$ cat config.mk
export PLATFORM = sky130hd
export DESIGN_NAME = debounced_multi_sensor_alarm
export DESIGN_NICKNAME = d
export VERILOG_FILES = /design/src/rtl/core/dmsa_pkg.sv /design/src/rtl/core/dmsa_eval.sv /design/src/rtl/core/debounced_multi_sensor_alarm.sv
export SDC_FILE = /design/constraint.sdc
export NUM_CORES = 1
export LEC_CHECK = 0
export BUFFER_PORTS_ARGS = -buffer_cell sky130_fd_sc_hd__buf_4
export CORE_MARGIN = 8
export CORE_UTILIZATION = 40
export DETAILED_ROUTE_END_ITERATION = 10
export PLACE_DENSITY = 0.66
export SYNTH_ARGS = -nofsm -noshare
export SYNTH_HDL_FRONTEND = slang
export SYNTH_SLANG_ARGS = --single-unit
$ cat constraint.sdc
create_clock -name clock -period 10.6 [get_ports clock]
set_input_delay 2.12 -clock clock [delete_from_list [all_inputs] [get_ports clock]]
set_output_delay 2.12 -clock clock [all_outputs]
set_load 0.1 [all_outputs]
$ cat src/rtl/core/dmsa_pkg.sv
// Package: shared types and constants of the debounced multi-sensor alarm.
package dmsa_pkg;

   localparam int unsigned CsrAddrWidth = 5;
   localparam int unsigned CsrDataWidth = 32;
   localparam int unsigned ReqDataWidth = 56;
   localparam int unsigned RspDataWidth = 56;

   localparam logic [15:0] CNT_MAX = 16'hFFFF;

   // Register indexes, paddr[4:2]
   typedef enum logic [2:0] {
      REG_TEMP_LOW  = 3'd0,
      REG_TEMP_HIGH = 3'd1,
      REG_FLOW_HIGH = 3'd2,
      REG_COND_HIGH = 3'd3,
      REG_TURB_HIGH = 3'd4,
      REG_DEBOUNCE  = 3'd5
   } reg_index_type;

   typedef enum logic [1:0] {
      CH_TEMP = 2'd0,
      CH_FLOW = 2'd1,
      CH_COND = 2'd2,
      CH_TURB = 2'd3
   } channel_type;

   // Packed MSB first, so temp_tenths lands in the lowest bits
   typedef struct packed {
      logic               turb_ok;
      logic [6:0]         turb_value;
      logic               cond_ok;
      logic [13:0]        cond_value;
      logic               flow_ok;
      logic [13:0]        flow_tenths;
      logic               temp_ok;
      logic signed [14:0] temp_tenths;
   } sample_type;

   typedef struct packed {
      logic signed [14:0] temp_low_tenths;
      logic signed [14:0] temp_high_tenths;
      logic [13:0]        flow_high_tenths;
      logic [13:0]        cond_high;
      logic [6:0]         turb_high;
      logic [7:0]         debounce_count;
   } config_type;

   // Threshold check of one sample set
   typedef struct packed {
      logic               raw_alarm;
      channel_type        channel;
      logic signed [14:0] reading;
      logic signed [14:0] limit;
   } eval_type;

   // Packed MSB first, so raw_alarm lands in bit 0
   typedef struct packed {
      logic signed [14:0] snap_limit;
      logic signed [14:0] snap_reading;
      channel_type        snap_channel;
      logic               snap_valid;
      logic               rising;
      logic               confirmed;
      logic [15:0]        hit_count;
      logic               raw_alarm;
   } result_type;

endpackage

$ cat src/rtl/core/dmsa_eval.sv
// Threshold compare and first-alarming-channel pick for one sample set.
module dmsa_eval (
   input  dmsa_pkg::sample_type sample,
   input  dmsa_pkg::config_type cfg,
   output dmsa_pkg::eval_type   eval
);

   logic t_low;
   logic t_high;
   logic f_al;
   logic c_al;
   logic u_al;

   assign t_low  = sample.temp_ok && (sample.temp_tenths <= cfg.temp_low_tenths);
   assign t_high = sample.temp_ok && (sample.temp_tenths > cfg.temp_high_tenths);
   assign f_al   = sample.flow_ok && (sample.flow_tenths > cfg.flow_high_tenths);
   assign c_al   = sample.cond_ok && (sample.cond_value > cfg.cond_high);
   assign u_al   = sample.turb_ok && (sample.turb_value > cfg.turb_high);

   always_comb begin
      eval.raw_alarm = t_low || t_high || f_al || c_al || u_al;
      // Priority: temperature (low before high), flow, conductivity, turbidity
      priority if (t_low || t_high) begin
         eval.channel = dmsa_pkg::CH_TEMP;
         eval.reading = sample.temp_tenths;
         eval.limit   = t_low ? cfg.temp_low_tenths : cfg.temp_high_tenths;
      end else if (f_al) begin
         eval.channel = dmsa_pkg::CH_FLOW;
         eval.reading = {1'b0, sample.flow_tenths};
         eval.limit   = {1'b0, cfg.flow_high_tenths};
      end else if (c_al) begin
         eval.channel = dmsa_pkg::CH_COND;
         eval.reading = {1'b0, sample.cond_value};
         eval.limit   = {1'b0, cfg.cond_high};
      end else begin
         eval.channel = dmsa_pkg::CH_TURB;
         eval.reading = {8'd0, sample.turb_value};
         eval.limit   = {8'd0, cfg.turb_high};
      end
   end

endmodule

$ cat src/rtl/core/debounced_multi_sensor_alarm.sv
// Top level: debounced multi-sensor alarm with stream ports and an APB-style register port.
//
// Each req word carries one sample set (temperature, flow, conductivity, turbidity, each
// with a reading-ok flag) and yields exactly one rsp word. A channel with its ok flag low
// never alarms. Temperature alarms at or below the low threshold or above the high one;
// the others alarm above their threshold. Consecutive alarming words are counted
// (saturating at 65535), a clean word clears the count, and when the count equals the
// debounce register the first alarming channel, its reading and the crossed threshold
// are latched as the snapshot, reported in every later word. Rate: one word per clock,
// sustained while rsp_tready stays high. A word accepted at a clock edge sits in the input
// register, goes through the threshold compare and counter update combinationally, and
// lands in the result register once that register is free, which raises rsp_tvalid.
// While a result waits the input register still takes one more word; with both full,
// req_tready drops until rsp_tready frees the result register.
// Write registers only while the block is idle; registers sit at byte address 4*index.
module debounced_multi_sensor_alarm (
   input  logic        clock,
   input  logic        reset,
   // req_tdata, lowest bit up: temp_tenths[14:0], temp_ok, flow_tenths[13:0], flow_ok,
   // cond_value[13:0], cond_ok, turb_value[6:0], turb_ok, 2 zero bits
   input  logic        req_tvalid,
   output logic        req_tready,
   input  logic [55:0] req_tdata,
   // rsp_tdata, lowest bit up: raw_alarm, hit_count[15:0], confirmed, rising,
   // snap_valid, snap_channel[1:0], snap_reading[14:0], snap_limit[14:0], 4 zero bits
   output logic        rsp_tvalid,
   input  logic        rsp_tready,
   output logic [55:0] rsp_tdata,
   input  logic        csr_psel,
   input  logic        csr_penable,
   input  logic        csr_pwrite,
   input  logic [4:0]  csr_paddr,
   input  logic [31:0] csr_pwdata,
   output logic [31:0] csr_prdata,
   output logic        csr_pready
);

   // Configuration registers
   dmsa_pkg::config_type    cfg_ff;
   dmsa_pkg::config_type    cfg_in;
   dmsa_pkg::reg_index_type csr_index;
   logic                    csr_write;

   // Input register
   logic                 s1_valid_ff;
   logic                 s1_valid_in;
   dmsa_pkg::sample_type s1_data_ff;

   // Result register
   logic                 out_valid_ff;
   logic                 out_valid_in;
   dmsa_pkg::result_type out_ff;
   dmsa_pkg::result_type out_in;

   // Alarm state
   logic [15:0]           run_count_ff;
   logic [15:0]           run_count_in;
   logic                  trig_valid_ff;
   logic                  trig_valid_in;
   dmsa_pkg::channel_type trig_channel_ff;
   dmsa_pkg::channel_type trig_channel_in;
   logic signed [14:0]    trig_reading_ff;
   logic signed [14:0]    trig_reading_in;
   logic signed [14:0]    trig_limit_ff;
   logic signed [14:0]    trig_limit_in;

   dmsa_pkg::eval_type eval;
   logic               advance;
   logic               rising;
   logic               req_accept;

   //------------------------------------------------------------------
   // Register port
   //------------------------------------------------------------------
   assign csr_pready = 1'b1;
   assign csr_index  = dmsa_pkg::reg_index_type'(csr_paddr[4:2]);
   assign csr_write  = csr_psel && csr_penable && csr_pwrite && csr_pready;

   always_comb begin
      cfg_in = cfg_ff;
      if (csr_write) begin
         unique case (csr_index)
            dmsa_pkg::REG_TEMP_LOW:  cfg_in.temp_low_tenths  = csr_pwdata[14:0];
            dmsa_pkg::REG_TEMP_HIGH: cfg_in.temp_high_tenths = csr_pwdata[14:0];
            dmsa_pkg::REG_FLOW_HIGH: cfg_in.flow_high_tenths = csr_pwdata[13:0];
            dmsa_pkg::REG_COND_HIGH: cfg_in.cond_high        = csr_pwdata[13:0];
            dmsa_pkg::REG_TURB_HIGH: cfg_in.turb_high        = csr_pwdata[6:0];
            dmsa_pkg::REG_DEBOUNCE:  cfg_in.debounce_count   = csr_pwdata[7:0];
            default: ;  // drop writes to unused addresses
         endcase
      end
   end

   // Read back; signed thresholds come back sign-extended
   always_comb begin
      unique case (csr_index)
         dmsa_pkg::REG_TEMP_LOW:
            csr_prdata = {{17{cfg_ff.temp_low_tenths[14]}}, cfg_ff.temp_low_tenths};
         dmsa_pkg::REG_TEMP_HIGH:
            csr_prdata = {{17{cfg_ff.temp_high_tenths[14]}}, cfg_ff.temp_high_tenths};
         dmsa_pkg::REG_FLOW_HIGH: csr_prdata = {18'd0, cfg_ff.flow_high_tenths};
         dmsa_pkg::REG_COND_HIGH: csr_prdata = {18'd0, cfg_ff.cond_high};
         dmsa_pkg::REG_TURB_HIGH: csr_prdata = {25'd0, cfg_ff.turb_high};
         dmsa_pkg::REG_DEBOUNCE:  csr_prdata = {24'd0, cfg_ff.debounce_count};
         default:                 csr_prdata = 32'd0;
      endcase
   end

   always_ff @(posedge clock) begin
      if (reset) begin
         cfg_ff.temp_low_tenths  <= 15'sd0;
         cfg_ff.temp_high_tenths <= 15'sd400;
         cfg_ff.flow_high_tenths <= 14'd300;
         cfg_ff.cond_high        <= 14'd2000;
         cfg_ff.turb_high        <= 7'd50;
         cfg_ff.debounce_count   <= 8'd3;
      end else begin
         cfg_ff <= cfg_in;
      end
   end

   //------------------------------------------------------------------
   // Handshake: the result register frees up when empty or being taken,
   // and the input register moves forward whenever it does.
   //------------------------------------------------------------------
   assign advance    = s1_valid_ff && (!out_valid_ff || rsp_tready);
   assign req_tready = !s1_valid_ff || advance;
   assign req_accept = req_tvalid && req_tready;

   always_comb begin
      s1_valid_in = s1_valid_ff;
      if (req_accept) begin
         s1_valid_in = 1'b1;
      end else if (advance) begin
         s1_valid_in = 1'b0;
      end
   end

   always_comb begin
      out_valid_in = out_valid_ff;
      if (advance) begin
         out_valid_in = 1'b1;
      end else if (rsp_tready) begin
         out_valid_in = 1'b0;
      end
   end

   //------------------------------------------------------------------
   // Evaluate the held word
   //------------------------------------------------------------------
   dmsa_eval u_eval (
      .sample (s1_data_ff),
      .cfg    (cfg_ff),
      .eval   (eval)
   );

   always_comb begin
      // Count up while alarming, hold at the top, clear on a clean word
      priority if (!eval.raw_alarm) begin
         run_count_in = 16'd0;
      end else if (run_count_ff == dmsa_pkg::CNT_MAX) begin
         run_count_in = run_count_ff;
      end else begin
         run_count_in = run_count_ff + 16'd1;
      end
   end

   assign rising = eval.raw_alarm && (run_count_in == {8'd0, cfg_ff.debounce_count});

   always_comb begin
      trig_valid_in   = trig_valid_ff;
      trig_channel_in = trig_channel_ff;
      trig_reading_in = trig_reading_ff;
      trig_limit_in   = trig_limit_ff;
      if (rising) begin
         // Latch the snapshot on the confirming word
         trig_valid_in   = 1'b1;
         trig_channel_in = eval.channel;
         trig_reading_in = eval.reading;
         trig_limit_in   = eval.limit;
      end
   end

   always_comb begin
      out_in.raw_alarm    = eval.raw_alarm;
      out_in.hit_count    = run_count_in;
      out_in.confirmed    = run_count_in >= {8'd0, cfg_ff.debounce_count};
      out_in.rising       = rising;
      out_in.snap_valid   = trig_valid_in;
      out_in.snap_channel = trig_channel_in;
      out_in.snap_reading = trig_reading_in;
      out_in.snap_limit   = trig_limit_in;
   end

   always_ff @(posedge clock) begin
      if (reset) begin
         s1_valid_ff     <= 1'b0;
         out_valid_ff    <= 1'b0;
         run_count_ff    <= 16'd0;
         trig_valid_ff   <= 1'b0;
         trig_channel_ff <= dmsa_pkg::CH_TEMP;
         trig_reading_ff <= 15'sd0;
         trig_limit_ff   <= 15'sd0;
      end else begin
         s1_valid_ff  <= s1_valid_in;
         out_valid_ff <= out_valid_in;
         if (advance) begin
            run_count_ff    <= run_count_in;
            trig_valid_ff   <= trig_valid_in;
            trig_channel_ff <= trig_channel_in;
            trig_reading_ff <= trig_reading_in;
            trig_limit_ff   <= trig_limit_in;
         end
      end
   end

   // Payload registers
   always_ff @(posedge clock) begin
      if (req_accept) begin
         s1_data_ff <= dmsa_pkg::sample_type'(req_tdata[53:0]);
      end
      if (advance) begin
         out_ff <= out_in;
      end
   end

   assign rsp_tvalid = out_valid_ff;
   assign rsp_tdata  = {4'd0, out_ff};

`ifndef ASSERT_OFF
   // A rising word is always confirmed and carries a valid snapshot
   a_rising_confirmed: assert property (@(posedge clock) disable iff (reset)
      (out_valid_ff && out_ff.rising) |-> (out_ff.confirmed && out_ff.snap_valid))
      else $error("rising word without confirmed snapshot");

   // A clean word reports a zero count, an alarming one a nonzero count
   a_count_matches_raw: assert property (@(posedge clock) disable iff (reset)
      out_valid_ff |-> (out_ff.raw_alarm == (out_ff.hit_count != 16'd0)))
      else $error("hit_count disagrees with raw_alarm");

   // A clean word clears the run counter
   a_clean_clears: assert property (@(posedge clock) disable iff (reset)
      (advance && !eval.raw_alarm) |=> (run_count_ff == 16'd0))
      else $error("run counter not cleared by clean word");

   // A held word stays held while the result register is stalled
   a_stall_holds: assert property (@(posedge clock) disable iff (reset)
      (s1_valid_ff && out_valid_ff && !rsp_tready) |=> s1_valid_ff)
      else $error("input word lost during stall");
`endif

endmodule
### Word level (Yosys, flattened, before mapping)

Index checks and enable logic that the tools add are counted.

* mux-type cells: 15
* $lt $le $gt $ge: 6
* equal/unequal tests: 7
* reduce and logical (&&, ||, !) cells: 27
* $add $sub $neg: 1

Operators by type and width (number)
* $pmux 32 s6: 1
* $mux 32: 2
* $mux 15: 3
* $mux 16: 2
* $mux 31: 1
* $gt 14x14->1: 2
* $add 16x1->16 const B: 1
* $eq 16x16->1 const B: 1
* $eq 16x8->1: 1
* $ge 16x8->1: 1
* $gt 15x15->1: 1
* $le 15x15->1: 1
* $reduce_and 2->1: 6
* $logic_and 1x1->1: 10
* $gt 7x7->1: 1
* $eq 3x2->1 const B: 2
* $eq 3x3->1 const B: 2
* $logic_or 1x1->1: 6
* $mux 1: 5
* $reduce_bool 2->1: 2
* $eq 3x1->1 const B: 1
* $logic_not 3->1: 1
* $logic_not 1->1: 2
* $mux 2: 1

* flip-flop bits (word level): 230
* bits of input ports: 100
* logic and storage cells: 85
* output and inout bits: 91

### Longest topological paths before layout

Gate-level depths: netlist (run 1).

* depth in word-level cells: 10
* depth in mapped cells: 21
* mapped depth without buffers: 17

### Hierarchy

A second synthesis (run 1) with hierarchy kept.

* cells, all modules: 1298
* area total of the unflattened synthesis: 12695.9 sq um

Modules (own cells, without submodules)
* debounced_multi_sensor_alarm: cells each 918, area an instance 9980.8 sq um, sequential area each 5665.4 sq um, times used 1
* dmsa_eval: cells each 380, area an instance 2715.1 sq um, sequential area each 0.0 sq um, times used 1

### Least setup slack after synthesis (run 1)

Ideal clock, no wire load.

* path kind: input port to output port
* start: input csr_paddr[2]
* end: output csr_prdata[15]
* stages on the path: 5
* buffers on the path: 3
* arrival: 6.461 ns
* slack: 2.019 ns
* required time: 8.480 ns
* cell sequence: clkbuf_1 -> clkbuf_1 -> mux2i_1 -> nor3_1 -> buf_4

* longest elaborated chain between the ends: 2
* elaborated cells between the ends (all ways): 7
* classes of those cells: 5 x eq/ne; 1 x mux; 1 x reduce/logical

Ends and longest elaborated chain
* start, declared: RTL line debounced_multi_sensor_alarm.sv:32 `input logic [4:0] csr_paddr,`
* $eq 3x3->1 (tied with other cells): RTL line debounced_multi_sensor_alarm.sv:96 `unique case (csr_index)`
* $pmux 32 s6 (*): RTL line debounced_multi_sensor_alarm.sv:96
* end, declared: RTL line debounced_multi_sensor_alarm.sv:34 `output logic [31:0] csr_prdata,`

Mark *: on every way between the ends. The rest lies on a longest branch, timed or not.

### Worst setup path after layout (run 1)

* start: input csr_paddr[2]
* end: output csr_prdata[31]

The elaborated chain is that of the path after synthesis.

==> metrics.md, run 1 <==
| Metric | Value |
|---|---|
| Placed Area | around 13000 um^2 |
| Yosys top cell area share | between 20% and 30% |
| Count of state elements after synthesis | 230 |
| Hold buffer count at CTS | 0 |
| Gr ovfl total | 0 |
| Clock sinks | 230 |
| Clk_skew | 10.38 ps |
| Syn Inst Count | 1237 |
| Postcts setup bufs | 0 |
| Die footprint | about 36000 um^2 |
| Design Area, Final | 14240 um^2 |
| Async SR Flop Fraction | 0% |
| Hold Crit Class | reg -> reg |
| Vias in the first global route | approximately 9400 |
| Post-CTS sizing | 0 |
| Critical Path Source Type | input port |
| Data arrival, critical path | 3870 ps |
| Run status | complete, no violations |
| Setup CP Type | in -> out |
| Max Freq | between 150 and 200 MHz |
| Largest net degree at the start of global routing | 80 |
| Final GP Congestion | 0.9170 |
| First-pass GRT wire length | between 50 and 60 mm |
| Count of flip-flops with a built-in enable after synthesis | approximately 110 |
| CTS clk-pin slew, worst paths | about 60 ps |
| Core ar. | a little under 30000 um^2 |
| Clock latency at the later pin of the worst-skew pair | between 500 and 600 ps |
| Slew margin rel. | around 18% |
| Post-Syn Area | about 12000 um^2 |
| Measured slew at the worst slew-check pin | between 1000 and 1500 ps |
| Power Density | about 160 nW/um^2 |
| Final Hold Viols | 0 |
| Iteration-0 DRC Markers | roughly 730 |
| Syn Area/Cell | around 9.7 um^2 |
| Nets | approximately 1500 |
| Port bufs | between 150 and 200 |
| Via density | about 5.4 |
| Most frequent cell after synthesis | nand2_1 |
| CTS buffer count | 27 |
| Predominant post-synthesis flop cell | dfxtp_1 |
| Post-synth top cells | 171 x nand2_1, 124 x dfxtp_1, 106 x edfxtp_1 |
| # fillers | ~2800 |
| CP Capture Type | primary output |
| Drt drc | 0 |
| Die height | 188.8 um |
| Rows | 63 |
| TNS Setup | 0 ps |
| Area added between synthesis and finish | 19.18% |
| Total iterations of the first detailed-routing run | 5 |
| Initial antenna violation count | 0 |
| CTS max path bufs | 3 |
| IO Pins | between 150 and 200 |
| RSZ-0062 raised after global routing | no |
| TritonCTS clock tree | yes |
| Unique masters post-synth | 70 |
| # Max-Cap Violations | 0 |
| Starting Density | just over 40% |
| GRT Total Usage | 18.25% |
| Crit-path max FO | 39 |
| Post-synth top area cell | edfxtp_1 |
| CTS H-tree depth | 1 |
| Pins Over Slew Limit | 0 |
| Share of cells above drive strength 1 | 19.03% |
| Die Wd | ~190 um |
| Final Setup Violations | 0 |
| Leak | roughly 5.4 nW |
| Worst path required time | ~8500 ps |
| Wire per inst | 18.90 um |
| HPWL Detailed | ~25 mm |
| VDD IR max | roughly 0.12 mV |
| Yosys warns | 0 |
| Final min period | roughly 6000 ps |
| Antenna viol nets, final | 0 |
| Seq/Total Area, Yosys | 47.42% |
| Vias | between 9000 and 10000 |
| Clock Tree Root | clkbuf_16 |
| WL final | ~33 mm |
| Synth top area cells | edfxtp_1 27%, dfxtp_1 21%, ha_1 7.7% |
| # diodes | 0 |
| Tcrit/Tclk final | between 50 and 60% |
path summary, 6_finish.rpt:
kind / startpoint / slack (ps) / to / cells past startpoint
worst max-delay path: csr_paddr[2] / 4610 / csr_prdata[31] / 4
worst max register to register: s1_data_ff[14] / 5810 / rsp_tdata[20] / 17
worst min-delay path: cfg_ff[33] / 450 / cfg_ff[33] / 2
worst min register to register: cfg_ff[33] / 450 / cfg_ff[33] / 2
cells by family (layout without fill, tap and decap cells):
logic type	after synthesis	in the layout	share of synthesized area, %
buf+inv	174	311	6.796
compound gates	319	319	18.25
mux	38	38	4.137
other cells	2	5	0.06286
simple gates	393	393	15.01
fa+ha+maj	74	74	7.750
xor+xnor	7	7	0.5760
flops	230	230	47.42
area by class of cell:
type / count / area (um^2) / share of cell area, %
clock buffers: 34 / 753.2 / 5.290
well taps: 390 / 488.0 / 3.427
multi-input cells: 836 / 5500 / 38.63
clock inverters: 15 / 183.9 / 1.292
repair buffers: 177 / 1329 / 9.332
inverters: 85 / 319.1 / 2.241
flip-flops and latches: 230 / 5665 / 39.79
per-stage QoR:
stage	total power (W)	hold WS, ps	utilization, %	std cells	worst slack [ps]
finish	0.002281	454.9	48.17	1767	4614
global route	0.002361	493.7	48.17	1767	4444
global placement	0.001323	443.4	45.00	1718	4648
floorplan	0.001228	431.3	-	1240	2019
CTS	0.002296	457.4	48.17	1767	4569
detailed placement	0.001327	448.5	45.00	1718	4577
where the power goes:
part | internal (W) | switching, W | total, W
clock network | 0.000599 | 0.000372 | 0.000971
logic | 0.0000904 | 0.000241 | 0.000332
registers | 0.000961 | 0.0000174 | 0.000978
total | 0.00165 | 0.000631 | 0.00228
critical path: stages:
cell and delay (ps):
buf_4 390, mux2i_1 210, nor3_2 700, buf_4 430
state kept, by name, indices dropped and copies added, names as in the netlist:
register,cells
s1_data_ff,54
s1_valid_ff,1
trig_channel_ff,2
rsp_tdata,52
trig_limit_ff,15
cfg_ff,73
rsp_tvalid,1
run_count_ff,16
trig_reading_ff,15
trig_valid_ff,1
layout by cell type (no fill, tap or decap), types with 17 or more instances in the layout:
master     instances
o21ai_1           24
o22ai_1           17
clkbuf_16         28
inv_1             83
edfxtp_1         106
nand2b_1          21
nand2_1          171
nor2_1           100
a211o_1           19
ha_1              74
a21oi_1           99
mux2i_1           28
dfxtp_1          124
buf_4            177
a211oi_1          19
nand4_1           20
nand3_1           18
o21ai_0           37
metal layers:
metal	global-route usage, %	part of all wire, %	up-vias
met5	0	0	-
met4	6.224	3.1	0
met3	3.549	7.6	65
met2	27.82	43	378
met1	25.50	46	4488
li1	-	-	4687
Note: power is estimated with default switching activity, not from simulation.
==> run 2: changes to the inputs <==
==> constraint.sdc (replaced) <==
create_clock -name clock -period 5.61 [get_ports clock]
set_input_delay 1.122 -clock clock [delete_from_list [all_inputs] [get_ports clock]]
set_output_delay 1.122 -clock clock [all_outputs]
set_load 0.1 [all_outputs]
==> metrics.md, run 2 (same netlist as run 1, synthesis figures left out) <==
| Metric | Value |
|---|---|
| Run status | complete, no violations |
| CP Capture Type | flip-flop |
| Rows | 63 |
| Initial antenna violation count | 0 |
| CTS max path bufs | 3 |
| Register area | approximately 5700 um^2 |
| Crit-path max FO | 40 |
| Clk_skew | between 9 and 10 ps |
| TritonCTS clock tree | yes |
| Via density | between 5 and 6 |
| Power Density | roughly 300 nW/um^2 |
| Starting Density | 40.42% |
| Vias in the first global route | 9201 |
| Hold Path Cell Cnt | 2 |
| Final Hold Viols | 0 |
| # Max-Cap Violations | 0 |
| Pwr Total | about 0.0043 W |
| Number of flip-flops in the largest register | 73 |
| Data arrival, critical path | roughly 5000 ps |
| Nets | ~1500 |
| Share of cells above drive strength 1 | 18.81% |
| Clock latency at the later pin of the worst-skew pair | about 530 ps |
| Port bufs | 164 |
| Multi-input gate area | between 5000 and 6000 um^2 |
| Final min period | roughly 4800 ps |
| Setup CP Type | reg -> reg |
| Hold buffer count at CTS | 0 |
| First-pass GRT wire length | 52.52 mm |
| Pins Over Slew Limit | 0 |
| Commonest non-fill, non-tap cell in the layout | buf_4 |
| HPWL Detailed | ~25 mm |
| CTS H-tree depth | 1 |
| Largest net degree at the start of global routing | between 70 and 80 |
| Die Wd | around 190 um |
| Reg-to-reg critical path startpoint | s1_data_ff[14] |
| Leak | between 5 and 6 nW |
| Most frequent cells in the layout | 177 x buf_4, 171 x nand2_1, 124 x dfxtp_1, 106 x edfxtp_1, 100 x nor2_1 |
| Critical Path Source Type | flip-flop |
| Final GP Congestion | between 0.8 and 0.9 |
| VDD IR max | around 0.22 mV |
| Tcrit/Tclk final | 85.33% |
| Hold endpoint | cfg_ff[35] |
| IO Pins | 191 |
| Measured slew at the worst slew-check pin | approximately 1300 ps |
| Die footprint | 35650 um^2 |
| Antenna viol nets, final | 0 |
| Worst-case reg-to-reg path depth | 18 |
| Post-CTS sizing | 0 |
| Final Setup Violations | 0 |
| WL final | approximately 34 mm |
| Area added between synthesis and finish | 18.98% |
| Hold Crit Class | reg -> reg |
| GRT Total Usage | between 15 and 20% |
| HP Start | cfg_ff[35] |
| Wire per inst | 19.05 um |
| Vias | 9619 |
| # diodes | 0 |
| Reg2Reg Setup Slack | between 800 and 900 ps |
| Max Freq | between 200 and 250 MHz |
| Postcts setup bufs | 0 |
| CTS clk-pin slew, worst paths | roughly 60 ps |
| RSZ-0062 raised after global routing | no |
| Total iterations of the first detailed-routing run | 5 |
| CTS buffer count | 27 |
| Iteration-0 DRC Markers | 742 |
| Drt drc | 0 |
| Slew margin rel. | around 16% |
| Core ar. | around 30000 um^2 |
| Die height | approximately 190 um |
| Gr ovfl total | 0 |
| Clock sinks | 230 |
| # fillers | approximately 2700 |
| Reg with most FFs | cfg_ff |
| Worst path required time | ~5900 ps |
| RR Endpoint | rsp_tdata[23] |
| Clock Tree Root | clkbuf_16 |
| TNS Setup | 0 ps |
[run 2: worst max-delay path, stage by stage, from the launching register on]
cell and delay, ps:
edfxtp_1 480, ha_1 360, nand4_1 160, nor3_2 340
o31ai_1 170, a221o_1 430, nand3_2 170, nor2_1 60
buf_4 210, inv_1 230, nand2_1 140, ha_1 320
nand4_1 100, nor2_1 280, and4_1 320, o21ai_4 210
buf_4 320, nand2_1 100, o21ai_0 100
[run 2: area by class of cell]
type	instances	area share (%)
inverter	85	2.245
sequential	230	39.86
timing repair buffer	177	9.348
multi-input combinational	836	38.69
clock buffer	37	5.448
tap	390	3.433
clock inverter	12	0.9770
[run 2: worst max-delay path by stage]
stage | from | to | slack [ps] | cells past startpoint
after detailed placement | s1_data_ff[14] | rsp_tdata[23] | 850 | 18
after global routing | s1_data_ff[14] | rsp_tdata[23] | 470 | 17
after floorplan | csr_paddr[2] | csr_prdata[15] | 360 | 5
final | s1_data_ff[14] | rsp_tdata[23] | 820 | 18
after CTS | s1_data_ff[14] | rsp_tdata[23] | 830 | 18
after global placement | s1_data_ff[14] | rsp_tdata[33] | 1000 | 17
[run 2: per-stage QoR]
stage | instances | setup slack (ps) | area (um^2) | hold slack [ps] | utilization (%)
after global routing | 1767 | 470.4 | 14210 | 495.6 | 48.09
after global placement | 1718 | 995.9 | 13300 | 441.2 | 45.00
after floorplan | 1240 | 362.1 | 11960 | 431.3 | -
final | 1767 | 823.1 | 14210 | 461.1 | 48.09
after CTS | 1767 | 831.4 | 14210 | 463.1 | 48.09
after detailed placement | 1718 | 854.3 | 13300 | 452.7 | 45.00
[run 2: where the power goes]
part           switching [W]  internal [W]
Combinational       0.000460      0.000171
Clock               0.000696       0.00110
Sequential         0.0000330       0.00182
Total                0.00119       0.00308
[run 2: per-layer routing]
metal  vias to the layer above  global-route usage, %  share of wire (%)
li1                       4688                      -                  -
met1                      4535                  26.15                 47
met2                       351                  28.31                 44
met3                        45                  2.994                7.0
met4                         0                  4.660                2.0
met5                         -                      0                  0
==> run 3: changes to the inputs <==
--- a/config.mk
+++ b/config.mk
@@ -8,8 +8,10 @@
 export BUFFER_PORTS_ARGS = -buffer_cell sky130_fd_sc_hd__buf_4
 export CORE_MARGIN = 8
 export CORE_UTILIZATION = 40
+export CTS_BUF_LIST = sky130_fd_sc_hd__clkbuf_8
 export DETAILED_ROUTE_END_ITERATION = 10
 export PLACE_DENSITY = 0.66
+export SKIP_LAST_GASP = 1
 export SYNTH_ARGS = -nofsm -noshare
 export SYNTH_HDL_FRONTEND = slang
 export SYNTH_SLANG_ARGS = --single-unit
==> constraint.sdc (replaced) <==
create_clock -name clock -period 5.6 [get_ports clock]
set_input_delay 1.12 -clock clock [delete_from_list [all_inputs] [get_ports clock]]
set_output_delay 1.12 -clock clock [all_outputs]
set_load 0.1 [all_outputs]
==> metrics.md, run 3 (same netlist as run 1, synthesis figures left out) <==
| Metric | Value |
|---|---|
| Run status | complete, no violations |
| Vias in the first global route | 9640 |
| CTS max path bufs | 3 |
| Final Hold Viols | 0 |
| Port bufs | ~160 |
| TNS Setup | 0 ps |
| Die Wd | roughly 190 um |
| Via density | around 5.4 |
| CP cell instances | ha_1 -> nand4_1 -> nor3_2 -> o31ai_1 -> a221o_1 -> nand3_2 -> nor2_1 -> buf_4 -> inv_1 -> nand2_1 -> ha_1 -> nand4_1 -> nor2_1 -> and4_1 -> o21ai_4 -> buf_4 -> nand2_1 -> o21ai_0 |
| Gr ovfl total | 0 |
| Largest net degree at the start of global routing | 79 |
| WL final | about 34 mm |
| Area added between synthesis and finish | 18.04% |
| Final GP Congestion | between 0.8 and 0.9 |
| Nets | between 1500 and 2000 |
| Measured slew at the worst slew-check pin | approximately 1200 ps |
| HPWL Detailed | about 25 mm |
| Clock Tree Root | clkbuf_8 |
| Crit-path max FO | 43 |
| Drt drc | 0 |
| Starting Density | ~40% |
| IO Pins | approximately 190 |
| Wire per inst | 18.72 um |
| Vias | just under 10000 |
| Clk_skew | between 20 and 25 ps |
| Hold buffer count at CTS | 0 |
| GRT Total Usage | a little under a fifth |
| Post-CTS sizing | 0 |
| Clock sinks | 230 |
| CTS clk-pin slew, worst paths | approximately 60 ps |
| Max Freq | about 210 MHz |
| CP Capture Type | flip-flop |
| Postcts setup bufs | 0 |
| Tcrit/Tclk final | around 85% |
| RR Endpoint | rsp_tdata[25] |
| Reg with most FFs | cfg_ff |
| First-pass GRT wire length | roughly 53 mm |
| TritonCTS clock tree | yes |
| # fillers | ~2800 |
| Power Density | roughly 280 nW/um^2 |
| Hold Crit Class | reg -> reg |
| Fin cells | around 1800 |
| Rows | 63 |
| Pins Over Slew Limit | 0 |
| Antenna viol nets, final | 0 |
| Die footprint | 35650 um^2 |
| Crit-path max cell delay | about 480 ps |
| Share of cells above drive strength 1 | between 15 and 20% |
| RSZ-0062 raised after global routing | no |
| Initial antenna violation count | 2 |
| Setup CP Type | reg -> reg |
| Slew margin rel. | between 20% and 30% |
| Dpl ws | around 900 ps |
| Hold endpoint | cfg_ff[35] |
| Leak | around 5.4 nW |
| Hold Path Cell Cnt | 2 |
| Clock latency at the later pin of the worst-skew pair | roughly 540 ps |
| Final Setup Violations | 0 |
| Critical Path Source Type | flip-flop |
| Worst-case reg-to-reg path depth | 18 |
| Reg-to-reg critical path startpoint | s1_data_ff[14] |
| VDD IR max | 0.1594 mV |
| Die height | roughly 190 um |
| Commonest non-fill, non-tap cell in the layout | buf_4 |
| HP Start | cfg_ff[35] |
| # placed instances | ~1700 |
| Number of flip-flops in the largest register | 73 |
| Data arrival, critical path | 5030 ps |
| Most frequent cells in the layout | 177 x buf_4, 171 x nand2_1, 124 x dfxtp_1, 106 x edfxtp_1, 100 x nor2_1 |
| Total iterations of the first detailed-routing run | 7 |
| Worst path required time | approximately 5900 ps |
| # diodes | 0 |
| Iteration-0 DRC Markers | a little under 800 |
| Slowest CP cell | edfxtp_1 |
| # Max-Cap Violations | 0 |
| Reg2Reg Setup Slack | 830 ps |
| Final WS setup | 831.2 ps |
| CTS buffer count | 42 |
| CTS H-tree depth | 2 |
| Worst Hold Margin | about 460 ps |
| Final min period | ~4800 ps |
| Core ar. | roughly 30000 um^2 |
run 3: worst max path at each step:
stage | startpoint | to | slack (ps) | cells past startpoint
after global routing | s1_data_ff[14] | rsp_tdata[25] | 470 | 17
after CTS | s1_data_ff[14] | rsp_tdata[25] | 870 | 18
final | s1_data_ff[14] | rsp_tdata[25] | 830 | 18
after global placement | s1_data_ff[14] | rsp_tdata[33] | 990 | 17
after floorplan | csr_paddr[2] | csr_prdata[15] | 360 | 5
after detailed placement | s1_data_ff[14] | rsp_tdata[25] | 900 | 18
run 3: final cells by class:
cell class | count | area [um^2] | share of cell area (%)
flip-flops and latches | 230 | 5665 | 40.17
inverters | 85 | 319.1 | 2.262
well taps | 390 | 488.0 | 3.460
multi-input cells | 836 | 5500 | 39.00
clock inverters | 31 | 168.9 | 1.198
repair buffers | 177 | 1329 | 9.422
clock buffers | 46 | 633.1 | 4.489
run 3: critical path: cells and delay by family (launching register included):
| kind | cells | cell delay (ps) |
|---|---|---|
| AND/OR/NAND/NOR | 9 | 1690 |
| AO/OA/AOI/OAI | 4 | 870 |
| buffers and inverters | 3 | 760 |
| adder cells (fa/ha/maj) | 2 | 670 |
| flip-flops | 1 | 480 |
run 3: stage by stage:
stage / util, % / area [um^2] / power (W)
finish: 47.71 / 14100 / 0.004003
global route: 47.71 / 14100 / 0.004165
CTS: 47.71 / 14100 / 0.004041
detailed placement: 45.00 / 13300 / 0.002515
global placement: 45.00 / 13300 / 0.002507
floorplan: - / 11960 / 0.002324
run 3: routing by layer:
layer / GRT usage (%) / part of all wire (%)
met4: 7.005 / 3.4
met5: 0 / 0.080
met3: 4.677 / 7.4
met2: 27.74 / 43
met1: 25.43 / 46
run 3: power breakdown:
part	internal (W)	switching, W
Combinational	0.000171	0.000459
Sequential	0.00182	0.0000330
Clock	0.000809	0.000711
Total	0.00280	0.00120
